==> src/hdl/scfd_pkg.sv <==
package scfd_pkg;

  // Largest total frame length accepted, counting every byte of the frame
  localparam int unsigned MAX_FRAME_BYTES = 256;
  // header, two length bytes, address, code, checksum, tail
  localparam int unsigned FIXED_BYTES     = 7;

  localparam int unsigned FLEN_W   = $clog2(MAX_FRAME_BYTES + 1);
  localparam int unsigned TOTAL_W  = 16;
  localparam int unsigned TICK_W   = 16;
  localparam int unsigned CFG_W    = 16;
  localparam int unsigned CFG_IDX_W = 2;

  localparam logic [CFG_IDX_W-1:0] CFG_TIMEOUT_TICKS = 2'd0;
  localparam logic [CFG_IDX_W-1:0] CFG_HEADER_VALUE  = 2'd1;
  localparam logic [CFG_IDX_W-1:0] CFG_TAIL_VALUE    = 2'd2;

  localparam logic [TICK_W-1:0] TIMEOUT_RESET = 16'd2000;
  localparam logic [7:0]        HEADER_RESET  = 8'h68;
  localparam logic [7:0]        TAIL_RESET    = 8'h16;

  typedef enum logic [2:0] {
    KIND_PAYLOAD  = 3'd0,
    KIND_GOOD     = 3'd1,
    KIND_BAD_LEN  = 3'd2,
    KIND_BAD_TAIL = 3'd3,
    KIND_BAD_SUM  = 3'd4,
    KIND_TIMEOUT  = 3'd5
  } kind_e;

  typedef struct packed {
    logic [TICK_W-1:0] timeout_ticks;
    logic [7:0]        header_value;
    logic [7:0]        tail_value;
  } cfg_t;

  typedef struct packed {
    kind_e      kind;
    logic [7:0] payload_byte;
    logic [7:0] payload_index;
    logic [7:0] frame_address;
    logic [7:0] function_code;
    logic [7:0] payload_length;
  } result_t;

endpackage

==> src/hdl/sum_checked_frame_deframer.sv <==
// Channel   Direction  Handshake              Payload
// in        sink       in_valid_i/in_stall_o  func_i, rx_byte_i
// out       source     out_valid_o/out_stall_i kind_o, payload_byte_o, payload_index_o,
//                                              frame_address_o, function_code_o,
//                                              payload_length_o
// cfg       sink       cfg_we_i               cfg_index_i, cfg_wdata_i
//
// One item per cycle while the output is not stalled: input register, parser step, result register.
// An accepted item waits in the input register, then its result is written to the result register.
// Reset returns the parser to header hunt and loads register defaults.
// A stalled result holds the pipe; items causing no result still wait behind it.
module sum_checked_frame_deframer
  import scfd_pkg::*;
(
  input  logic                 clk_i,
  input  logic                 rst_ni,
  input  logic                 cfg_we_i,
  input  logic [CFG_IDX_W-1:0] cfg_index_i,
  input  logic [CFG_W-1:0]     cfg_wdata_i,
  input  logic                 in_valid_i,
  output logic                 in_stall_o,
  input  logic                 func_i,
  input  logic [7:0]           rx_byte_i,
  output logic                 out_valid_o,
  input  logic                 out_stall_i,
  output logic [2:0]           kind_o,
  output logic [7:0]           payload_byte_o,
  output logic [7:0]           payload_index_o,
  output logic [7:0]           frame_address_o,
  output logic [7:0]           function_code_o,
  output logic [7:0]           payload_length_o
);

  cfg_t       cfg;
  logic       in_valid_q;
  logic       func_q;
  logic [7:0] byte_q;
  logic       out_valid_q;
  result_t    res_q;
  logic       res_valid;
  result_t    res;
  logic       blocked;
  logic       advance;

  assign blocked    = out_valid_q & out_stall_i;
  assign advance    = in_valid_q & ~blocked;
  assign in_stall_o = in_valid_q & blocked;

  scfd_cfg u_cfg (
    .clk_i       (clk_i),
    .rst_ni      (rst_ni),
    .cfg_we_i    (cfg_we_i),
    .cfg_index_i (cfg_index_i),
    .cfg_wdata_i (cfg_wdata_i),
    .cfg_o       (cfg)
  );

  scfd_parser u_parser (
    .clk_i       (clk_i),
    .rst_ni      (rst_ni),
    .step_i      (advance),
    .func_i      (func_q),
    .rx_byte_i   (byte_q),
    .cfg_i       (cfg),
    .res_valid_o (res_valid),
    .res_o       (res)
  );

  always_ff @(posedge clk_i or negedge rst_ni) begin
    if (!rst_ni) begin
      in_valid_q  <= 1'b0;
      out_valid_q <= 1'b0;
    end else begin
      if (!in_stall_o) begin
        in_valid_q <= in_valid_i;
      end
      if (!blocked) begin
        out_valid_q <= advance & res_valid;
      end
    end
  end

  always_ff @(posedge clk_i) begin
    if (in_valid_i && !in_stall_o) begin
      func_q <= func_i;
      byte_q <= rx_byte_i;
    end
    if (advance && res_valid) begin
      res_q <= res;
    end
  end

  assign out_valid_o      = out_valid_q;
  assign kind_o           = res_q.kind;
  assign payload_byte_o   = res_q.payload_byte;
  assign payload_index_o  = res_q.payload_index;
  assign frame_address_o  = res_q.frame_address;
  assign function_code_o  = res_q.function_code;
  assign payload_length_o = res_q.payload_length;

endmodule

==> src/hdl/scfd_cfg.sv <==
module scfd_cfg
  import scfd_pkg::*;
(
  input  logic                 clk_i,
  input  logic                 rst_ni,
  input  logic                 cfg_we_i,
  input  logic [CFG_IDX_W-1:0] cfg_index_i,
  input  logic [CFG_W-1:0]     cfg_wdata_i,
  output cfg_t                 cfg_o
);

  cfg_t cfg_q, cfg_d;

  always_comb begin
    cfg_d = cfg_q;
    if (cfg_we_i) begin
      unique case (cfg_index_i)
        CFG_TIMEOUT_TICKS: cfg_d.timeout_ticks = cfg_wdata_i[TICK_W-1:0];
        CFG_HEADER_VALUE:  cfg_d.header_value  = cfg_wdata_i[7:0];
        CFG_TAIL_VALUE:    cfg_d.tail_value    = cfg_wdata_i[7:0];
        default: ;
      endcase
    end
  end

  always_ff @(posedge clk_i or negedge rst_ni) begin
    if (!rst_ni) begin
      cfg_q.timeout_ticks <= TIMEOUT_RESET;
      cfg_q.header_value  <= HEADER_RESET;
      cfg_q.tail_value    <= TAIL_RESET;
    end else begin
      cfg_q <= cfg_d;
    end
  end

  assign cfg_o = cfg_q;

endmodule

==> src/hdl/scfd_parser.sv <==
module scfd_parser
  import scfd_pkg::*;
(
  input  logic       clk_i,
  input  logic       rst_ni,
  input  logic       step_i,
  input  logic       func_i,
  input  logic [7:0] rx_byte_i,
  input  cfg_t       cfg_i,
  output logic       res_valid_o,
  output result_t    res_o
);

  typedef enum logic [1:0] {
    PH_HUNT = 2'd0,
    PH_LEN  = 2'd1,
    PH_BODY = 2'd2
  } phase_e;

  phase_e              phase_q, phase_d;
  logic [FLEN_W-1:0]   pos_q, pos_d;
  logic [7:0]          len_low_q, len_low_d;
  logic [FLEN_W-1:0]   flen_q, flen_d;
  logic [7:0]          addr_q, addr_d;
  logic [7:0]          code_q, code_d;
  logic [7:0]          sum_q, sum_d;
  logic [7:0]          rsum_q, rsum_d;
  logic [TICK_W-1:0]   idle_q, idle_d;

  logic [TOTAL_W-1:0]  total;
  logic [FLEN_W:0]     pos_plus2;
  logic [FLEN_W-1:0]   idx_full;
  logic [FLEN_W-1:0]   plen_full;

  assign total     = {rx_byte_i, len_low_q};
  assign pos_plus2 = {1'b0, pos_q} + (FLEN_W+1)'(2);
  assign idx_full  = pos_q - FLEN_W'(5);
  assign plen_full = flen_q - FLEN_W'(FIXED_BYTES);

  always_comb begin
    phase_d   = phase_q;
    pos_d     = pos_q;
    len_low_d = len_low_q;
    flen_d    = flen_q;
    addr_d    = addr_q;
    code_d    = code_q;
    sum_d     = sum_q;
    rsum_d    = rsum_q;
    idle_d    = idle_q;

    res_valid_o          = 1'b0;
    res_o.kind           = KIND_PAYLOAD;
    res_o.payload_byte   = '0;
    res_o.payload_index  = '0;
    res_o.frame_address  = addr_q;
    res_o.function_code  = code_q;
    res_o.payload_length = (phase_q == PH_BODY) ? plen_full[7:0] : 8'd0;

    if (step_i) begin
      if (func_i) begin
        // tick: only counts inside a frame
        if (phase_q != PH_HUNT) begin
          if (idle_q != '1) begin
            idle_d = idle_q + TICK_W'(1);
          end
          if (idle_d >= cfg_i.timeout_ticks) begin
            res_valid_o = 1'b1;
            res_o.kind  = KIND_TIMEOUT;
            phase_d     = PH_HUNT;
          end
        end
      end else begin
        unique case (phase_q)
          PH_LEN: begin
            if (pos_q == FLEN_W'(1)) begin
              len_low_d = rx_byte_i;
              pos_d     = FLEN_W'(2);
            end else if (total < TOTAL_W'(FIXED_BYTES) ||
                         total > TOTAL_W'(MAX_FRAME_BYTES)) begin
              res_valid_o = 1'b1;
              res_o.kind  = KIND_BAD_LEN;
              phase_d     = PH_HUNT;
            end else begin
              flen_d  = total[FLEN_W-1:0];
              pos_d   = FLEN_W'(3);
              phase_d = PH_BODY;
            end
          end
          PH_BODY: begin
            pos_d = pos_q + FLEN_W'(1);
            if (pos_q == FLEN_W'(3)) begin
              addr_d = rx_byte_i;
              sum_d  = sum_q + rx_byte_i;
            end else if (pos_q == FLEN_W'(4)) begin
              code_d = rx_byte_i;
              sum_d  = sum_q + rx_byte_i;
            end else if (pos_plus2 < {1'b0, flen_q}) begin
              sum_d               = sum_q + rx_byte_i;
              res_valid_o         = 1'b1;
              res_o.kind          = KIND_PAYLOAD;
              res_o.payload_byte  = rx_byte_i;
              res_o.payload_index = idx_full[7:0];
            end else if (pos_plus2 == {1'b0, flen_q}) begin
              rsum_d = rx_byte_i;
            end else begin
              // tail byte; a bad tail outranks a checksum mismatch
              res_valid_o = 1'b1;
              phase_d     = PH_HUNT;
              if (rx_byte_i != cfg_i.tail_value) begin
                res_o.kind = KIND_BAD_TAIL;
              end else if (sum_q != rsum_q) begin
                res_o.kind = KIND_BAD_SUM;
              end else begin
                res_o.kind = KIND_GOOD;
              end
            end
          end
          default: begin
            if (rx_byte_i == cfg_i.header_value) begin
              phase_d = PH_LEN;
              pos_d   = FLEN_W'(1);
              idle_d  = '0;
              sum_d   = '0;
              rsum_d  = '0;
              addr_d  = '0;
              code_d  = '0;
              flen_d  = '0;
            end
          end
        endcase
      end
    end
  end

  always_ff @(posedge clk_i or negedge rst_ni) begin
    if (!rst_ni) begin
      phase_q   <= PH_HUNT;
      pos_q     <= '0;
      len_low_q <= '0;
      flen_q    <= '0;
      addr_q    <= '0;
      code_q    <= '0;
      sum_q     <= '0;
      rsum_q    <= '0;
      idle_q    <= '0;
    end else begin
      phase_q   <= phase_d;
      pos_q     <= pos_d;
      len_low_q <= len_low_d;
      flen_q    <= flen_d;
      addr_q    <= addr_d;
      code_q    <= code_d;
      sum_q     <= sum_d;
      rsum_q    <= rsum_d;
      idle_q    <= idle_d;
    end
  end

endmodule
==> config.mk <==
export PLATFORM = sky130hd
export DESIGN_NAME = sum_checked_frame_deframer
export DESIGN_NICKNAME = d
export VERILOG_FILES = /design/src/hdl/scfd_pkg.sv /design/src/hdl/sum_checked_frame_deframer.sv /design/src/hdl/scfd_cfg.sv /design/src/hdl/scfd_parser.sv
export SDC_FILE = /design/constraint.sdc
export NUM_CORES = 1
export LEC_CHECK = 0
export ABC_AREA = 1
export BUFFER_PORTS_ARGS = -buffer_cell sky130_fd_sc_hd__clkbuf_2
export CORE_UTILIZATION = 62
export DETAILED_ROUTE_END_ITERATION = 8
export GPL_ROUTABILITY_DRIVEN = 0
export PLACE_DENSITY = 0.82
export REMOVE_ABC_BUFFERS = 1
export SYNTH_ARGS = -nofsm -noshare
export SYNTH_HDL_FRONTEND = slang
export SYNTH_HIERARCHICAL = 1
export SYNTH_SLANG_ARGS = --single-unit
==> constraint.sdc <==
create_clock -name clk_i -period 11.15 [get_ports clk_i]
set_clock_uncertainty 0.15 [all_clocks]
set_input_delay 1.6725 -clock clk_i [delete_from_list [all_inputs] [get_ports clk_i]]
set_output_delay 1.6725 -clock clk_i [all_outputs]
set_load 0.03 [all_outputs]
======== Word-level counts from Yosys, hierarchy flattened ========
Cells that the tools add are included.
storage, ports and cells
  register bits after elaboration ......... 162
operators by class
  $add $sub $neg .......................... 6
  $lt $le $gt $ge ......................... 4
  eq/ne operators ......................... 30
  muxes and demuxes ....................... 66
  bitwise logic cells ..................... 10
  reduce and logical (&&, ||, !) cells .... 25
operators with widths
  kind                                                         count
  two-way mux 16 bit                                           9
  two-way mux 8 bit                                            11
  one-hot mux 8 bit (2 select lines)                           4
  two-way mux 9 bit                                            6
  two-way mux 19 bit                                           2
  one-hot mux 9 bit (2 select lines)                           2
  two-way mux 3 bit                                            8
  two-way mux 2 bit                                            11
  adder 16 x 1 -> 16 bit, second input constant                1
  greater-or-equal comparator 16 bit                           1
  > comparator 16 x 9 -> 1 bit, second input constant          1
  less-than comparator 16 x 3 -> 1 bit, second input constant  1
  != test 16 bit, second input constant                        1
  != test 2 bit, second input constant                         8
  != test 8 bit                                                2
  subtractor 8 x 3 -> 8 bit, second input constant             2
  != test 3 bit, second input constant                         5
  AND reduction 4 bit                                          3
  AND reduction 6 bit                                          2
  adder 9 x 2 -> 10 bit, second input constant                 1
  equality test 10 x 9 -> 1 bit                                1
  less-than comparator 10 x 9 -> 1 bit                         1
  two-way mux 1 bit                                            10
  AND reduction 5 bit                                          2
  28 further kinds                                             46

======== Logic depth before layout (Yosys ltp) ========
Gate-level depths: netlist of the first run.
  depth in word-level cells ............... 11
  mapped depth ............................ 23

======== Modules after synthesis ========
The synthesis of the first run kept the hierarchy.
modules (own cells, without submodules)
  module                      times used  cells an instance  area each (um^2)  seq. area each (um^2)
  scfd_parser                 1           807                5808.1            1901.8
  sum_checked_frame_deframer  1           67                 1662.8            1611.5
  scfd_cfg                    1           142                1361.3            815.8

======== Worst setup path after synthesis of the first run ========
Ideal clock, no wire load.
  path kind ............................... register -> register
  from .................................... register u_parser.idle_q[0]
  to ...................................... register res_q (netlist bit frame_address_o[0]), enable pin
  setup time .............................. 0.444 ns
  arrival ................................. 4.322 ns
  path slack .............................. 6.234 ns
  cell stages (with the launch flop) ...... 22
  clock period less this slack ............ 4.916 ns
  cells stage by stage .................... dfrtp_1 ha_1 nand2_1 inv_1 nand3_1 inv_1 nand3_1 nor2_2 inv_2 buf_2 nand2_1 ha_1 nand2_1 nor2_1 a21oi_1 nand3_1 nand2_1 a21oi_1 o21ai_0 nor2_1 inv_1 nor2_1
on the way
  longest elaborated chain between the ends .. 11
  elaborated cells between the ends (all ways) .. 12
  those cells by class .................... add/sub (1); order compare (1); eq/ne (1); mux (8); reduce/logical (1)
RTL lines
  what                                                      RTL line                              source
  start: declaration                                        scfd_parser.sv:28                     logic [TICK_W-1:0] idle_q, idle_d;
  start signal: assignment                                  scfd_parser.sv:155                    idle_q <= idle_d;
  adder 16 x 1 -> 16 bit or != test 16 bit (tied branches)  scfd_parser.sv:64, scfd_parser.sv:63
  two-way mux 16 bit *                                      scfd_parser.sv:63                     if (idle_q != '1) begin
  two-way mux 16 bit *                                      scfd_parser.sv:62                     if (phase_q != PH_HUNT) begin
  two-way mux 16 bit *                                      scfd_parser.sv:60                     if (func_i) begin
  two-way mux 16 bit *                                      scfd_parser.sv:59                     if (step_i) begin
  greater-or-equal comparator 16 bit *                      scfd_parser.sv:66                     if (idle_d >= cfg_i.timeout_ticks) begin
  two-way mux 1 bit *                                       scfd_parser.sv:66
  two-way mux 1 bit *                                       scfd_parser.sv:62
  two-way mux 1 bit *                                       scfd_parser.sv:60
  two-way mux 1 bit *                                       scfd_parser.sv:59
  via res_valid                                             sum_checked_frame_deframer.sv:40      logic res_valid;
  logical AND 1 bit *                                       sum_checked_frame_deframer.sv:88      if (advance && res_valid) begin
  end signal: assignment                                    sum_checked_frame_deframer.sv:89      res_q <= res;
  end: declaration                                          sum_checked_frame_deframer.sv:39      result_t res_q;
The timed path passes the listed nets; every way through them passes the cells marked *. The select of a mux whose other input is x is not followed.
A chain may end at the register's enable or synchronous reset.

======== Worst setup path in the final report of the first run ========
  from .................................... register u_parser.idle_q[0]
  to ...................................... register res_q (netlist bit payload_byte_o[6]), enable pin
The elaborated chain is that of the path after synthesis.

==> results of run 1 <==
-- final cells by class --
class                      count  area [um^2]
clock buffer                  18        429.2
clock inverter                14        147.6
fill                        1064         4018
inverter                     134        503.0
multi-input combinational    693         3831
sequential                   162         4329
tap                          180        225.2
timing repair buffer          78        397.9
-- sequential cells by signal, summed over array words and instances (netlist names), 9 cells and up --
register and cells:
u_parser/pos_q 9, u_parser/idle_q 16, u_cfg/cfg_o 32, u_parser/flen_q 9
-- cells in the mapped netlist, types with 3 or more instances --
master	instances	area, um^2
nand2_1	284	1066
inv_1	120	450.4
dfrtp_1	98	2452
nand3_1	62	310.3
nor2_1	60	225.2
edfxtp_1	52	1562
ha_1	42	525.5
o21ai_1	42	210.2
xor2_1	32	280.3
nand4_1	30	187.7
a21oi_1	25	125.1
o21ai_0	20	100.1
o21ai_2	16	140.1
inv_2	14	52.55
nor3_1	14	70.07
xnor2_1	13	113.9
buf_2	12	60.06
dfstp_2	12	315.3
nand2_2	8	50.05
buf_6	6	67.56
buf_4	4	30.03
nor2_2	4	25.02
nor2_4	4	45.04
a31oi_1	3	18.77
clkbuf_1	3	11.26
nand2_4	3	33.78
nand3_2	3	30.03
nand3_4	3	52.55
nand3b_1	3	22.52
-- routing by layer --
layer  wire length, um  vias to the layer above  GRT usage, %
li1                  -                     3447             -
met1              8317                     3370         37.24
met2              9435                      294         47.87
met3              1078                       39         4.464
met4               429                        0         10.80
met5                 0                        -             0
-- path summary, 6_finish.rpt --
path / endpoint / cells past startpoint / start / slack (ns)
setup / recovery: payload_byte_o[6] / 20 / u_parser/idle_q[0] / 6.74
hold / removal: function_code_o[3] / 0 / u_parser/code_q[3] / 0.30
setup reg to reg: payload_byte_o[6] / 20 / u_parser/idle_q[0] / 6.74
hold reg to reg: function_code_o[3] / 0 / u_parser/code_q[3] / 0.30
max in group asynchronous: u_parser/flen_q[4] / 2 / rst_ni / 8.52
min in group asynchronous: u_cfg/cfg_o[6] / 1 / rst_ni / 1.00
-- placed cells by master, fill, tap and decap left out, types with 3 or more instances in the layout --
cell       count
xor2_1        32
o21ai_2       16
ha_1          42
nand2_2        8
nand4_1       30
dfrtp_1       98
nand2_1      284
nand3_4        3
inv_6          3
nand2_4        3
clkinv_4       3
edfxtp_1      52
a21oi_1       25
nor3_1        14
nand3b_1       3
nand3_1       62
nor2_1        59
clkbuf_16     17
inv_2         14
buf_4          3
clkbuf_2      75
a31oi_1        3
o21ai_1       42
nor2_2         4
nor2_4         5
nand3_2        3
xnor2_1       13
dfstp_2       12
inv_1        120
o21ai_0       20
inv_8          3
-- power by group through the flow --
| stage | logic, mW | clock network (mW) | registers [mW] |
|---|---|---|---|
| after global placement | 0.441 | 0 | 0.793 |
| final | 0.474 | 0.569 | 0.788 |
| after detailed placement | 0.456 | 0 | 0.795 |
| after floorplan | 0.342 | 0 | 0.782 |
| after global routing | 0.547 | 0.602 | 0.799 |
| after CTS | 0.469 | 0.575 | 0.786 |
-- logic make-up after synthesis --
group | after synthesis | share of synthesized area [%]
buf+inv | 161 | 7.692
simple gates | 483 | 24.34
compound gates | 121 | 8.132
xor+xnor | 46 | 4.647
fa+ha+maj | 43 | 6.176
flops | 162 | 49.02
-- metrics by stage --
step	instance area [um^2]	power, mW
finish	9863	1.830
global route	9863	1.947
CTS	9863	1.830
detailed placement	9286	1.251
global placement	9286	1.234
floorplan	8656	1.124
==> results_dict.tcl, run 1 <==
set metrics [dict create \
    status "complete, no violations" \
    postSynthCellCount 1016 \
    gr-total-overflow 0 \
    finalWorstPathRequiredPeriod_ns 4.409 \
    postLayoutSetupSlackWorst_ns 6.741 \
    synthDistinctLibCells 46 \
    antenna_found_initial 0 \
    dp.final_hpwl_um 13260 \
    power_leakage_nw 4.919 \
    io_pins 77 \
    setup-violations-final 0 \
    clkSlewWorstSetupHoldPaths_ns 0.06 \
    dieHeight_um 121.4 \
    power.share.combinational_pct 25.9 \
    post-place-ws_ns 6.821 \
    final_core_utilization_pct 71.06 \
    ctsLongestPathBuffers 2 \
    finalWirelength_um 19260 \
    final-max-slew-violation-count 0 \
    quantity_of_gates_resized_following_cts 0 \
    post_layout_cell_count 1279 \
    max_stage_delay_ns 0.91 \
    area_growth_syn_to_layout_pct 11.67 \
    numPortBuffers 76 \
    final_layout_size_suffix_gt1_share_pct 16.38 \
    max_cap_violations 0 \
    drtIter0Drc 576 \
    synth_flop_type "dfrtp_1" \
    switching_power_of_the_nets_mw 0.6448 \
    core_region_area_um2 13880 \
    synth.ff_latch_count 162 \
    start_util_pct 63.63 \
    worst-slew-pin-transition_ns 1.183 \
    cts_root_buf "clkbuf_16" \
    period_utilisation_layout_pct 39.54 \
    vias_in_the_first_global_route 6786 \
    numPlacedInstances 1247 \
    grt_max_degree 81 \
    sequential_fraction_of_the_synthesis_area_pct 49.02 \
    worst_ir_drop_vdd_mv 0.1337 \
    drc_errors 0 \
    critical_path.endpoint_type "flip-flop" \
    critical_path.cell_chain "ha_1 > nand2_1 > inv_1 > nand3_1 > inv_1 > nand3_1 > nor2_2 > inv_2 > o21ai_0 > ha_1 > nand2_1 > nor2_1 > a21oi_1 > nand3_1 > nand2_1 > a21oi_1 > o21ai_0 > nor2_1 > inv_1 > nor2_4" \
    crit_arrival_ns 4.31 \
    syn_area_um2 8832 \
    final_nets 1161 \
    critPathRequiredTime_ns 11.05 \
    finalHoldViolCount 0 \
    detailedRoute.firstPassIterationCount 6 \
    post_drt_wl_per_cell_um 15.06 \
    synth_enable_flop_cells 52 \
    setup-tns-final_ns 0 \
    synth_warnings 6 \
    power.clock.fraction_pct 31.1 \
    internal_power_mw 1.185 \
    design.die.area_um2 14730 \
    rows 43 \
    path_class "reg2reg" \
    power_switching_share_pct 35.23 \
    critPathBufInv 4 \
    whs_ns 0.3026 \
    critical-path-top-delay-family "simple AND/OR/NAND/NOR gates" \
    cts_max_level 4 \
    via_per_inst 5.590 \
    grt_first_pass_wirelength_um 32210 \
    cts.sinks 162 \
    relSlewSlack_pct 20.96 \
    post_cts_buffers 0 \
    maxClockFrequency_mhz 226.8 \
    worstHoldPathType "reg2reg" \
    hold_buffers 0 \
    cts-buffers-inserted 17 \
    gr-usage-all-layers_pct 28.53 \
    cts_tree "built" \
    ys_async_sr_fraction_pct 67.90 \
    num_vias 7150 \
    antenna_cells 0 \
    p_seq_share_pct 43.0 \
    power_per_cell_area_nw_per_um2 185.6 \
    worstPathMaxFanout 43 \
    clk-insertion-delay-late_ns 0.43 \
    crit_path_start_kind "flip-flop" \
    unrepaired_setup_endpoints_after_global_routing "no" \
    worst_path_max_delay_cell "nor2_4" \
    die_w_um 121.4 \
    per_instance_average_area_after_synthesis_um2 8.693 \
    antenna_violating_nets_post_route 0 \
]
(Power assumes the default switching activity.)
==> run 2: changes to the inputs <==
ABC_AREA = 0   (was 1)
CORE_UTILIZATION = 54   (was 62)
PLACE_DENSITY = 0.76   (was 0.82)
clock period = 3.8 ns   (was 11.15 ns; I/O delays follow)
==> results_dict.tcl, run 2 <==
set metrics [dict create \
    status "complete, but fails checks" \
    violations "negative setup slack" \
    drtIter0Drc 546 \
    maxClockFrequency_mhz 263.1 \
    worstHoldPathType "in2async" \
    dp.final_hpwl_um 13700 \
    per_instance_average_area_after_synthesis_um2 11.21 \
    path_class "reg2reg" \
    rows 45 \
    hold_buffers 0 \
    post_route_design_area_um2 10050 \
    sequential_fraction_of_the_synthesis_area_pct 51.15 \
    switching_power_of_the_nets_mw 1.985 \
    worst_path_max_delay_cell "dfrtp_1" \
    period_utilisation_layout_pct 100.0 \
    synthDistinctLibCells 63 \
    cts_max_level 4 \
    critical-path-top-delay-family "simple AND/OR/NAND/NOR gates" \
    cts_tree "built" \
    die_w_um 127.2 \
    numPortBuffers 76 \
    postLayoutSetupSlackWorst_ns -0.0005298 \
    synth.most_common_cell "dfrtp_1" \
    synth.cells.most_frequent "dfrtp_1 (98), mux2_2 (67), edfxtp_1 (52)" \
    relSlewSlack_pct 33.93 \
    synth.top_cells.by_area "dfrtp_1 (29%), edfxtp_1 (18%), mux2_2 (8.9%)" \
    unrepaired_setup_endpoints_after_global_routing "yes" \
    antenna_found_initial 0 \
    synth_warnings 6 \
    area_growth_syn_to_layout_pct 18.79 \
    dieHeight_um 127.2 \
    final_core_utilization_pct 65.90 \
    finalWirelength_um 19940 \
    cts.sinks 162 \
    power_per_cell_area_nw_per_um2 578.7 \
    power_leakage_nw 4.470 \
    numPlacedInstances 1041 \
    gr-usage-all-layers_pct 25.37 \
    grt_first_pass_wirelength_um 31620 \
    totalPowerFinal_mw 5.819 \
    design.die.area_um2 16180 \
    final_layout_size_suffix_gt1_share_pct 30.21 \
    detailedRoute.firstPassIterationCount 6 \
    power.share.combinational_pct 30.1 \
    postSynthCellCount 755 \
    via_per_inst 5.945 \
    max_cap_violations 0 \
    worstPathMaxFanout 8 \
    clkSlewWorstSetupHoldPaths_ns 0.06 \
    critPathBufInv 5 \
    synth_top_area_share_pct 28.97 \
    crit_path_start_kind "flip-flop" \
    finalWorstPathRequiredPeriod_ns 3.801 \
    dpl-instance-area_um2 9229 \
    worst_ir_drop_vdd_mv 0.3677 \
    p_seq_share_pct 40.6 \
    synth.ff_latch_count 162 \
    grt_max_degree 67 \
    crit_arrival_ns 3.79 \
    synth_enable_flop_cells 52 \
    finalHoldViolCount 0 \
    final_nets 936 \
    final_common_cell "dfrtp_1" \
    max_stage_delay_ns 0.43 \
    antenna_violating_nets_post_route 0 \
    final-max-slew-violation-count 0 \
    cts-buffers-inserted 17 \
    post_drt_wl_per_cell_um 18.38 \
    ctsLongestPathBuffers 2 \
    drc_errors 0 \
    post_layout_cell_count 1085 \
    start_util_pct 55.47 \
    critical_path.cell_chain "nand4_1 > buf_4 > buf_4 > nor3_4 > nor2_4 > buf_4 > xor2_1 > ha_1 > nand4_1 > nor3_2 > nand2_1 > a31oi_4 > o211a_1 > nand2_1 > a21oi_4 > buf_4 > buf_4" \
    worst-slew-pin-transition_ns 0.9874 \
    critPathRequiredTime_ns 3.79 \
    setup-violations-final 4 \
    io_pins 77 \
    critical_path.endpoint_type "flip-flop" \
    gr-total-overflow 0 \
    power_switching_share_pct 34.12 \
    yosys.area.top_type "dfrtp_1" \
    highest_count_cells_in_the_layout_ignoring_fill_and_taps "dfrtp_1 (92), clkbuf_2 (75), mux2_2 (68)" \
    synth_flop_type "dfrtp_1" \
    num_vias 6450 \
    clk-insertion-delay-late_ns 0.43 \
    ys_async_sr_fraction_pct 67.90 \
    antenna_cells 0 \
    core_region_area_um2 15260 \
    path_common_cell "buf_4" \
    internal_power_mw 3.833 \
    vias_in_the_first_global_route 6396 \
    syn_area_um2 8464 \
    filler_cell_count 1138 \
    largest_register_ffs 32 \
    power.clock.fraction_pct 29.3 \
    cts_root_buf "clkbuf_16" \
]
## run 2: cell types whose count changed after synthesis, moves of 24 or more
cell / change
clkbuf_1: +24
inv_1: -86
mux2_2: +67
nand2_1: -233
nand3_1: -35
o21ai_1: -35
## run 2: cell families (layout without fill, tap and decap cells)
logic type	after synthesis	count (layout)	synth area share, %
AOI/OAI and AO/OA	143	143	11.25
xor gates and xnor gates	56	56	5.795
adders and majority gates	43	43	6.445
buffers and inverters	63	182	2.882
DFF	162	162	51.15
muxes	68	68	9.047
and+or+nand+nor	220	220	13.44
## run 2: final cells by class
cell class	instances	area [um^2]	area share [%]
Clock buffer	18	429.2	4.268
Clock inverter	14	151.4	1.506
Inverter	34	127.6	1.269
Multi-Input combinational cell	530	4018	39.96
Sequential cell	162	4337	43.13
Tap cell	211	264.0	2.626
Timing Repair Buffer	116	728.2	7.242
## run 2: per-layer routing
| layer | up-vias | routed length, um | global-route usage, % |
|---|---|---|---|
| met5 | - | 0 | 0 |
| met4 | 0 | 318 | 8.053 |
| met3 | 45 | 1045 | 4.774 |
| met2 | 268 | 9917 | 42.66 |
| met1 | 3192 | 8660 | 33.37 |
| li1 | 2945 | - | - |
## run 2: worst paths after layout
| check | startpoint | end | slack [ns] | cells after the start |
|---|---|---|---|---|
| worst max-delay path | u_parser/idle_q[12] | payload_byte_o[6] | -0.0005 | 17 |
| worst min-delay path | rst_ni | u_parser/addr_q[3] | 0.08 | 1 |
| worst max register to register | u_parser/idle_q[12] | payload_byte_o[6] | -0.0005 | 17 |
| worst min register to register | u_parser/code_q[1] | function_code_o[1] | 0.30 | 0 |
| max in group asynchronous | rst_ni | u_cfg/cfg_o[25] | 2.53 | 2 |
| min in group clk_i | rx_byte_i[3] | byte_q[3] | 0.16 | 1 |
## run 2: what timing repair did
action,CTS,global route
gates resized for setup,9,27
cloned,1,0
buffers inserted,4,7
endpoints found under the setup margin,43,43
pin swaps,3,9
## run 2: per-stage QoR
| stage | hold WS [ns] | TNS (ns) | worst slack [ns] |
|---|---|---|---|
| after global placement | 0.2774 | 0 | 0.04294 |
| after detailed placement | 0.2832 | -2.123 | -0.06243 |
| final | 0.07961 | -0.001249 | -0.0005298 |
| after floorplan | 0.1244 | -77.21 | -1.796 |
| after CTS | 0.1104 | 0 | 0.007661 |
| after global routing | 0.1416 | -5.278 | -0.1406 |
## run 2: worst register-to-register path: stages (launching register included)
cell and delay (ns):
dfrtp_1 0.43, nand4_1 0.12, buf_4 0.18, buf_4 0.14, nor3_4 0.20, nor2_4 0.07, buf_4 0.15, xor2_1 0.15
ha_1 0.33, nand4_1 0.21, nor3_2 0.23, nand2_1 0.11, a31oi_4 0.22, o211a_1 0.17, nand2_1 0.10, a21oi_4 0.23
buf_4 0.17, buf_4 0.16
## run 2: power groups by stage
stage / clock, mW / combinational, mW / sequential, mW
2_1_floorplan: 0 / 1.10 / 2.42
3_3_place_gp: 0 / 1.57 / 2.37
3_5_place_dp: 0 / 1.65 / 2.39
4_1_cts: 1.73 / 1.70 / 2.35
5_1_grt: 1.80 / 1.91 / 2.40
6_report: 1.70 / 1.75 / 2.36
==> run 3: changes to the inputs <==
CORE_UTILIZATION = 45   (was 54)
PLACE_DENSITY = 0.75   (was 0.76)
==> results_dict.tcl, run 3 (synthesized netlist as in run 2, its figures left out) <==
set metrics [dict create \
    critPathBufInv 2 \
    ctsLongestPathBuffers 2 \
    core_region_area_um2 18210 \
    dpl-instance-area_um2 9256 \
    crit_path_start_kind "flip-flop" \
    finalHoldViolCount 0 \
    grt_first_pass_wirelength_um 30210 \
    post_layout_cell_count 1098 \
    critPathRequiredTime_ns 3.80 \
    post_route_design_area_um2 10030 \
    antenna_found_initial 0 \
    critical_path.endpoint_type "flip-flop" \
    path_class "reg2reg" \
    numPlacedInstances 1058 \
    area_growth_syn_to_layout_pct 18.51 \
    dp.final_hpwl_um 12950 \
    use_met1_pct 27.29 \
    antenna_cells 0 \
    violations "design-rule violations" \
    setup-violations-final 0 \
    multiInputGateArea_um2 3970 \
    cts_root_buf "clkbuf_16" \
    io_pins 77 \
    rows 49 \
    antenna_violating_nets_post_route 0 \
    drtIter0Drc 466 \
    period_utilisation_layout_pct 96.94 \
    final_common_cell "dfrtp_1" \
    via_per_inst 5.664 \
    dieHeight_um 139.2 \
    clk-insertion-delay-late_ns 0.44 \
    final_layout_size_suffix_gt1_share_pct 28.65 \
    layout.area.seq_um2 4333 \
    status "complete, but fails checks" \
    numPortBuffers 76 \
    filler_cell_count 1549 \
    cts_max_level 4 \
    met3_demand_to_capacity_share_in_global_routing_pct 4.696 \
    post-place-ws_ns 0.07957 \
    gr-total-overflow 0 \
    worst-slew-pin-transition_ns 0.9668 \
    worst_ir_drop_vdd_mv 0.3907 \
    clkSlewWorstSetupHoldPaths_ns 0.07 \
    drc_errors 6 \
    post_drt_wl_per_cell_um 17.37 \
    final_nets 931 \
    max_stage_delay_ns 0.42 \
    cts_tree "built" \
    crit_arrival_ns 3.68 \
    die_w_um 139.2 \
    design.die.area_um2 19360 \
    power_leakage_nw 4.448 \
    num_vias 6219 \
    maxClockFrequency_mhz 271.5 \
    critical_path.cell_chain "ha_4 > nand3_1 > nor3_2 > and4_1 > mux2_1 > ha_1 > nand4_1 > nor3_2 > nand2_1 > a31oi_2 > o211a_1 > nand2_1 > a21oi_4 > buf_12 > buf_12" \
    vias_in_the_first_global_route 5895 \
    detailedRoute.firstPassIterationCount 7 \
    highest_count_cells_in_the_layout_ignoring_fill_and_taps "dfrtp_1 (95), clkbuf_2 (75), mux2_2 (67)" \
    largest_register_ffs 32 \
    start_util_pct 46.49 \
    critical-path-top-delay-family "simple AND/OR/NAND/NOR gates" \
    worst_path_max_delay_cell "dfrtp_1" \
    hold_buffers 0 \
    global_route_layer_with_the_greatest_usage "met2" \
    cts.sinks 162 \
    max_cap_violations 0 \
    worstHoldPathType "in2async" \
    worstPathMaxFanout 16 \
    gr-usage-all-layers_pct 20.02 \
    postLayoutSetupSlackWorst_ns 0.1163 \
    power_per_cell_area_nw_per_um2 581.6 \
    cts-buffers-inserted 17 \
    finalWirelength_um 19080 \
    relSlewSlack_pct 35.31 \
    grtUsageMet2_pct 31.98 \
    grt_max_degree 111 \
    finalWorstPathRequiredPeriod_ns 3.684 \
    final-max-slew-violation-count 0 \
]
[run 3: cell type report]
| type | instances | share of cell area (%) |
|---|---|---|
| sequential | 162 | 43.20 |
| multi-input combinational | 530 | 39.58 |
| timing repair buffer | 111 | 7.097 |
| clock buffer | 17 | 4.241 |
| tap | 229 | 2.856 |
| clock inverter | 15 | 1.759 |
| inverter | 34 | 1.272 |
[run 3: per-stage QoR]
step / utilization [%] / hold slack (ns) / TNS (ns) / power (mW)
global placement: 50.83 / 0.2770 / 0 / 3.953
CTS: 54.14 / 0.08145 / 0 / 5.789
detailed placement: 50.83 / 0.2821 / 0 / 4.018
global route: 55.09 / 0.08411 / -2.567 / 6.129
floorplan: - / 0.1244 / -77.21 / 3.518
finish: 55.09 / 0.03130 / 0 / 5.834
[run 3: routing by layer]
| metal | wire length [um] | vias to the layer above | share of wire [%] |
|---|---|---|---|
| li1 | - | 2936 | - |
| met1 | 8936 | 3045 | 47 |
| met2 | 8906 | 212 | 47 |
| met3 | 982 | 26 | 5.1 |
| met4 | 250 | 0 | 1.3 |
| met5 | 0 | - | 0 |
[run 3: path summary, 6_finish.rpt]
check                      depth (start not counted)          startpoint             endpoint  slack [ns]
setup / recovery                                  15  u_parser/idle_q[0]  payload_length_o[7]        0.12
hold / removal                                     2              rst_ni      u_cfg/cfg_o[27]        0.03
setup reg to reg                                  15  u_parser/idle_q[0]  payload_length_o[7]        0.12
hold reg to reg                                    0  u_parser/code_q[3]   function_code_o[3]        0.30
max in group asynchronous                          2              rst_ni    u_parser/sum_q[4]        2.97
min in group clk_i                                 1        rx_byte_i[2]            byte_q[2]        0.16
[run 3: worst reg2reg max path: stages, from the launching register on]
cell and delay [ns]:
dfrtp_1 0.42, ha_4 0.17, nand3_1 0.12, nor3_2 0.27, and4_1 0.24, mux2_1 0.36
ha_1 0.30, nand4_1 0.14, nor3_2 0.19, nand2_1 0.09, a31oi_2 0.21, o211a_1 0.18
nand2_1 0.10, a21oi_4 0.16, buf_12 0.15, buf_12 0.15
[run 3: power breakdown]
group          switching [mW]  internal [mW]
combinational           0.990          0.718
clock                   0.762          0.990
sequential              0.246           2.13
[run 3: timing repair]
item | 4_1_cts | 5_1_grt
gates resized for setup | 0 | 20
setup endpoints to repair | 0 | 43
setup buffers | 0 | 6
